<file path="src/hdl/scp_pkg.sv">
// scp_pkg: types, widths and latencies shared by the segment closest-points block.
// No dependencies; every hdl/ module imports it.
package scp_pkg;

  localparam int COORD_WIDTH = 32;
  localparam int FRAC_BITS   = 16;

  localparam int DIFF_W = COORD_WIDTH + 1;          // end - start
  localparam int PROD_W = 2 * DIFF_W;               // product of two diffs
  localparam int DOT_W  = PROD_W + 2;               // sum of three products, signed
  localparam int HALF_W = DOT_W / 2;                // multiplier split point
  localparam int WIDE_W = 2 * DOT_W;                // product of two dots
  localparam int Q_W    = FRAC_BITS + 1;            // s, t in Q0.16 incl. 1.0
  localparam int PT_W   = DIFF_W + Q_W + 1;         // diff * s
  localparam int SQ_W   = 2 * COORD_WIDTH;          // squared distance below saturation

  localparam int MUL_LAT   = 2;
  localparam int RATIO_LAT = FRAC_BITS + 1;
  localparam int SQRT_LAT  = COORD_WIDTH;

  localparam int QUEUE_DEPTH = 4;
  localparam int QPTR_W      = $clog2(QUEUE_DEPTH);

  typedef logic signed [COORD_WIDTH-1:0] coord_t;
  typedef logic signed [DIFF_W-1:0]      diff_t;
  typedef logic signed [DOT_W-1:0]       dot_t;
  typedef logic signed [WIDE_W-1:0]      wide_t;
  typedef logic        [Q_W-1:0]         frac_t;

  localparam frac_t FRAC_ONE = frac_t'(1) << FRAC_BITS;

  typedef struct packed {
    coord_t a_start_x;
    coord_t a_start_y;
    coord_t a_start_z;
    coord_t a_end_x;
    coord_t a_end_y;
    coord_t a_end_z;
    coord_t b_start_x;
    coord_t b_start_y;
    coord_t b_start_z;
    coord_t b_end_x;
    coord_t b_end_y;
    coord_t b_end_z;
  } seg_in_t;

  typedef struct packed {
    coord_t                 near_a_x;
    coord_t                 near_a_y;
    coord_t                 near_a_z;
    coord_t                 near_b_x;
    coord_t                 near_b_y;
    coord_t                 near_b_z;
    logic [COORD_WIDTH-1:0] gap;
  } seg_out_t;

  typedef struct packed {
    coord_t [2:0] pa;
    coord_t [2:0] pb;
    diff_t  [2:0] da;
    diff_t  [2:0] db;
  } geo_t;

  typedef struct packed {
    dot_t a;
    dot_t b;
    dot_t c;
    dot_t e;
    dot_t f;
  } dots_t;

  typedef struct packed {
    geo_t  geo;
    dots_t dots;
  } qent_t;

  // how t is settled after the first pass
  typedef enum logic [1:0] {
    MODE_T_LOW,
    MODE_T_HIGH,
    MODE_T_FREE
  } tmode_t;

endpackage

</file>
<file path="src/hdl/scp_queue.sv">
// scp_queue: short FIFO of geometry and dot-product items between front and back.
// Depends on scp_pkg.
module scp_queue import scp_pkg::*; (
  input  logic  clk,
  input  logic  rst_n,
  input  logic  push,
  input  qent_t push_data,
  output logic  full,
  input  logic  pop,
  output qent_t pop_data,
  output logic  empty
);

  qent_t             mem_r [QUEUE_DEPTH];
  logic [QPTR_W-1:0] wr_r, rd_r;
  logic [QPTR_W:0]   cnt_r;

  assign full     = cnt_r == (QPTR_W + 1)'(QUEUE_DEPTH);
  assign empty    = cnt_r == '0;
  assign pop_data = mem_r[rd_r];

  always_ff @(posedge clk) begin
    if (!rst_n) begin
      wr_r  <= '0;
      rd_r  <= '0;
      cnt_r <= '0;
    end else begin
      if (push) wr_r <= wr_r + 1'b1;
      if (pop)  rd_r <= rd_r + 1'b1;
      case ({push, pop})
        2'b10:   cnt_r <= cnt_r + 1'b1;
        2'b01:   cnt_r <= cnt_r - 1'b1;
        default: cnt_r <= cnt_r;
      endcase
    end
  end

  always_ff @(posedge clk) begin
    if (push) mem_r[wr_r] <= push_data;
  end

  a_no_overflow: assert property (@(posedge clk) disable iff (!rst_n) push |-> !full)
    else $error("queue push while full");
  a_no_underflow: assert property (@(posedge clk) disable iff (!rst_n) pop |-> !empty)
    else $error("queue pop while empty");
  a_count_range: assert property (@(posedge clk) disable iff (!rst_n)
    cnt_r <= (QPTR_W + 1)'(QUEUE_DEPTH))
    else $error("queue count out of range");
  a_push_fills: assert property (@(posedge clk) disable iff (!rst_n)
    push && !pop |=> !empty)
    else $error("queue lost a pushed item");

endmodule

</file>
<file path="config.mk">
export PLATFORM = sky130hd
export DESIGN_NAME = scp_queue
export DESIGN_NICKNAME = d
export VERILOG_FILES = /design/src/hdl/scp_pkg.sv /design/src/hdl/scp_queue.sv
export SDC_FILE = /design/constraint.sdc
export NUM_CORES = 2
export LEC_CHECK = 0
export BUFFER_PORTS_ARGS = -buffer_cell sky130_fd_sc_hd__buf_2
export CAP_MARGIN = 20
export CORE_AREA = 4 4 568 570
export DETAILED_ROUTE_END_ITERATION = 8
export DIE_AREA = 0 0 572 574
export GPL_TIMING_DRIVEN = 0
export PLACE_DENSITY = 0.61
export SLEW_MARGIN = 25
export SYNTH_ARGS = -nofsm -noshare
export SYNTH_HDL_FRONTEND = slang
export SYNTH_SLANG_ARGS = --single-unit
</file>
<file path="constraint.sdc">
create_clock -name clk -period 17.5 [get_ports clk]
set_input_delay 0.875 -clock clk [delete_from_list [all_inputs] [get_ports clk]]
set_output_delay 0.875 -clock clk [all_outputs]
set_load 0.05 [all_outputs]
</file>
======== Word level (Yosys, flattened, before mapping) ========
Memory sizes are Yosys's and may differ from the RTL's. A register that Yosys moved wholly into a read port is not among the register bits.
Index checks and enable logic that the tools add are counted.
operators by class
  eq/ne operators ......................... 3
  multipliers ............................. 0
  muxes and demuxes ....................... 5
  order comparisons ....................... 0
  add/subtract/negate cells ............... 4
  reduce and logical (&&, ||, !) cells .... 2
  div/mod/pow operators ................... 0
  shift-type cells ........................ 0
  bitwise operators ....................... 0
operator list
  cell                                                                 number
  3-bit one-hot mux with 2 select lines                                1
  2-bit by 1-bit adder with 2-bit output (second input constant)       2
  2-bit 2-to-1 mux                                                     2
  3-bit by 1-bit adder with 3-bit output (second input constant)       1
  3-bit == test (second input constant)                                1
  3-bit zero test                                                      1
  3-bit by 1-bit subtractor with 3-bit output (second input constant)  1
  2-bit by 1-bit == test with 1-bit output (second input constant)     1
  2-bit == test (second input constant)                                1
  1-bit 2-to-1 mux                                                     2
  2-bit nonzero test                                                   1
storage, ports and cells
  memories kept ........................... 1
  bits in read-only memories .............. 0
  input bits .............................. 734
  bits in latches ......................... 0
  output and inout bits ................... 732
  register bits ........................... 7
  RAM bits ................................ 2920
memories
  memory  depth  bits a word  rd ports  clocked after memory_dff  wr ports  line             RTL
  mem_r   4      730          1         1                         1         scp_queue.sv:14  qent_t mem_r [QUEUE_DEPTH];

======== Logic depth before layout (Yosys ltp) ========
  depth after elaboration ................. 3
  mapped depth ............................ 7
  gate-level depth less buffers ........... 7

======== Worst setup path after synthesis ========
OpenSTA, ideal clock, no wires.
  kind .................................... input to register
  start point ............................. input push
  end point ............................... memory mem_r[0][0] (netlist name), enable pin
  buffers on the path ..................... 0
  stages .................................. 1
  arrival time ............................ 17.225 ns
  required time ........................... 16.309 ns
  library setup time ...................... 1.191 ns
  path slack .............................. -0.916 ns
  path through ............................ and2_1
on the way
  word-level cells in the longest chain between the ends .. 2
RTL lines
  what                                    line             RTL
  from (decl)                             scp_queue.sv:6   input logic push,
  1-bit 2-to-1 mux                        scp_queue.sv:39  if (push) mem_r[wr_r] <= push_data;
  1-bit 2-to-1 mux (implied by the code)  scp_queue.sv:39
  to (decl)                               scp_queue.sv:14
Every way passes these cells.

==> metrics.log <==
[metrics] distinct cell type count after synthesis: 22
[metrics] proportion of netlist area held by the largest area contributor: 0.828
[metrics] average wire per cell in the routed design: about 28 um
[metrics] Total Die Area: around 330,000 um^2
[metrics] family of cells with the greatest summed delay on the critical path: buffers and inverters
[metrics] number of buffers added on ports: approximately 1,500
[metrics] global router's overall resource usage: 0.170
[metrics] clock slew seen by the registers of the worst setup and hold paths: ~60 ps
[metrics] initial standard-cell utilization of the core: 0.334
[metrics] cell type of the slowest stage on the worst timing path: sky130_fd_sc_hd__clkbuf_1
[metrics] Synthesis Warnings: 0
[metrics] worst min path class: in -> reg
[metrics] CP Capture Point: pop_data[473]
[metrics] buffering stage count on the worst path with inverters included: 4
[metrics] count of final hold-check violations: 0
[metrics] RePlAce Congestion: around 0.81
[metrics] CP startpoint kind: flip-flop
[metrics] final routed wirelength across all metal layers: between 200,000 and 300,000 um
[metrics] CP Cell Sequence: buf_2 -> clkbuf_1 -> buf_2 -> mux4_2 -> buf_2
[metrics] worst slew margin relative to its limit: 0.417
[metrics] vias after detailed routing: roughly 50,000
[metrics] grt total ovfl: 0
[metrics] maximum vdd drop: ~0.1 mV
[metrics] final period utilization: 0.263
[metrics] delay of the slowest critical-path stage: about 680 ps
[metrics] mean number of vias per cell: about 5
[metrics] number of flip-flops and latches in the synthesized netlist: roughly 3,000
[metrics] ys flop type: sky130_fd_sc_hd__edfxtp_1
[metrics] worst slew pin tran: between 800 and 900 ps
[metrics] source-to-sink clock delay at the later pin of the worst-skew pair: between 800 and 900 ps
[metrics] number of synthesized flops with an enable pin: 2,920
[metrics] level count of the clock H-tree: 5
[metrics] top cell type by total area after synthesis: sky130_fd_sc_hd__edfxtp_1
[metrics] cts repair resizes: 0
[metrics] total of max-cap violations: 0
[metrics] mean instance size in the synthesized netlist: around 27 um^2
[metrics] horizontal extent of the die: between 500 and 600 um
[metrics] Num Clock Sinks: between 2,000 and 3,000
[metrics] TritonCTS clock tree: built
[metrics] synthesized instance count: 3,858
[metrics] count of routing violations after the opening detailed-route iteration: ~4,300
[metrics] FFs w/ async S/R, synth: 0
[metrics] worst path required time: 16,620 ps
[metrics] Leak: about 43 nW
[metrics] sum of net half-perimeters after detailed placement: roughly 210,000 um
[metrics] placement row count: just over 200
[metrics] endpoint of the worst-slack reg-to-reg timing path: mem_r[3][56]
[metrics] Tmin final: between 4000 and 5000 ps
[metrics] Setup Total Neg Slack: 0 ps
[metrics] depth of the most critical reg-to-reg path: 10
[metrics] fmax: about 0.22 GHz
[metrics] outcome: finished, final reports clean
[metrics] Die Y: 574 um
[metrics] initial antenna violation count: 221
[metrics] Final ANT Viol Nets: 0
[metrics] worst-path maximum fanout: 10
[metrics] placeable core region: between 300,000 and 400,000 um^2
[metrics] largest net degree at the start of global routing: 43
[metrics] via count of the first global-routing pass: 51,900
[metrics] kind of critical path: reg -> out
[metrics] WP depth: 5
[metrics] post-synth design cell area: 106,000 um^2
[metrics] dominant cell by count in the synthesized netlist: sky130_fd_sc_hd__edfxtp_1
[metrics] dominant cells by area after synthesis: sky130_fd_sc_hd__edfxtp_1 83%, sky130_fd_sc_hd__mux4_2 16%, sky130_fd_sc_hd__buf_6 0.82%
[metrics] worst hold slack across all endpoints: 206 ps
[metrics] reg-to-reg setup timing slack: about 14,000 ps
[metrics] RSZ-0062 raised after global routing: false
[metrics] power per cell area: between 100 and 150 nW/um^2
[metrics] number of pins with negative max-slew slack in the final report: 0
[metrics] setup fix buffers added after clock tree synthesis: 0
[metrics] area growth from synthesis to layout: 23.4%
[metrics] ratio of cells with drive above 1 in the final layout: 0.480
[metrics] commonest cells in the netlist: 2,920 x sky130_fd_sc_hd__edfxtp_1, 730 x sky130_fd_sc_hd__mux4_2, 77 x sky130_fd_sc_hd__buf_6
[metrics] number of search-and-repair iterations in the first detailed-routing pass: 7
[metrics] CP most frequent cell: sky130_fd_sc_hd__buf_2
[metrics] clock root buffer: sky130_fd_sc_hd__clkbuf_16
[metrics] Critical R2R Launch: wr_r[0]
[metrics] hold-critical path depth: 1
[metrics] maximum clock path buffer count: 4
[metrics] synthesized net count: 4,598
[metrics] net count of the finished layout: around 6,500
[metrics] first-pass GRT wire length: roughly 400,000 um
[metrics] CP endpoint kind: primary output
[metrics] num ports: 1,466
[metrics] Seq/Total Area, Yosys: 0.830
[metrics] number of CTS-inserted buffers: 311
[metrics] Final setup violation count: 0
[metrics] DRC violation count after routing: 0
[metrics] count of hold-fix buffers inserted at cts: 0
[metrics] Worst Path Arrival: ~3700 ps
[metrics] Max Clock Skew: 54.9 ps
worst min-delay path by stage:
stage / from / slack (ps) / to
2_1_floorplan: cnt_r[2] / 470 / cnt_r[2]
3_3_place_gp: cnt_r[2] / 500 / cnt_r[2]
3_5_place_dp: cnt_r[2] / 550 / cnt_r[2]
4_1_cts: push_data[223] / 100 / mem_r[0][223]
5_1_grt: push_data[150] / 130 / mem_r[0][150]
6_report: push_data[626] / 210 / mem_r[1][626]
registers in the layout, summed over array words and instances (netlist names), named ones only:
| name | flops |
|---|---|
| rd_r | 2 |
| cnt_r | 3 |
| mem_r | 2920 |
| wr_r | 2 |
area by class of cell:
cell class	count	area (um^2)
Multi-Input combinational cell	761	16700
Timing Repair Buffer	1550	9410
Buffer	162	1280
Clock inverter	175	1830
Clock buffer	377	8070
Fill cell	27400	187000
Sequential cell	2929	87900
Antenna cell	80	200
Tap cell	4180	5230
Inverter	6	22.5
layer usage:
metal,vias up,wire length [um],track usage,share of wire
li1,20800,-,-,-
met1,26500,100000,0.191,0.35
met2,2118,141000,0.284,0.49
met3,726,35900,0.0834,0.12
met4,180,9540,0.0483,0.033
met5,-,1140,0,0.0039
report_power, final:
part	internal, mW	switching [mW]	leakage (nW)
clock	3.64	2.72	4.81
combinational	0.711	1.82	11.7
sequential	8.07	0.0599	26.9
total	12.4	4.60	43.4
worst reg2reg max path, stage by stage, from the launching register on:
cell                      delay, ps
sky130_fd_sc_hd__dfxtp_1        390
sky130_fd_sc_hd__ha_1           160
sky130_fd_sc_hd__and2_4         430
sky130_fd_sc_hd__buf_16         310
sky130_fd_sc_hd__buf_16         260
sky130_fd_sc_hd__buf_16         270
sky130_fd_sc_hd__buf_16         340
sky130_fd_sc_hd__buf_16         290
sky130_fd_sc_hd__buf_16         310
sky130_fd_sc_hd__buf_12         300
sky130_fd_sc_hd__buf_16         280
cell usage in the layout (no fill, tap or decap), types with 6 or more instances in the layout:
cell	netlist	routed
sky130_fd_sc_hd__edfxtp_1	2920	2920
sky130_fd_sc_hd__and2_1	10	6
sky130_fd_sc_hd__inv_16	0	7
sky130_fd_sc_hd__bufinv_16	0	21
sky130_fd_sc_hd__clkinvlp_4	0	7
sky130_fd_sc_hd__dfxtp_1	9	9
sky130_fd_sc_hd__clkinv_1	0	66
sky130_fd_sc_hd__buf_12	0	35
sky130_fd_sc_hd__diode_2	0	80
sky130_fd_sc_hd__clkinv_16	0	13
sky130_fd_sc_hd__mux4_2	730	730
sky130_fd_sc_hd__clkbuf_16	0	313
sky130_fd_sc_hd__buf_6	77	77
sky130_fd_sc_hd__buf_16	0	50
sky130_fd_sc_hd__buf_2	74	1539
sky130_fd_sc_hd__inv_1	6	6
sky130_fd_sc_hd__clkbuf_1	8	70
sky130_fd_sc_hd__clkinv_2	0	51
kinds of logic after synthesis:
logic type | after synthesis | synth area share
flip-flops | 2929 | 0.830
adder cells (fa/ha/maj) | 6 | 0.000780
multiplexers | 731 | 0.155
AO/OA/AOI/OAI | 3 | 0.000166
buffers and inverters | 168 | 0.0123
XOR/XNOR | 5 | 0.000414
AND/OR/NAND/NOR | 16 | 0.000887
metrics by stage:
step                 util  instance area, um^2  setup slack [ps]  total power [mW]  std cells
global route        0.411               130000             12670              17.6      10200
floorplan               -               106000              -916              10.1       3858
finish              0.412               131000             12890              17.0      10200
CTS                 0.411               130000             12640              17.2      10100
detailed placement  0.380               121000             13150              10.8       9588
global placement    0.373               118000            -16110              11.1       9503
Power figures use the tool's default switching activity.
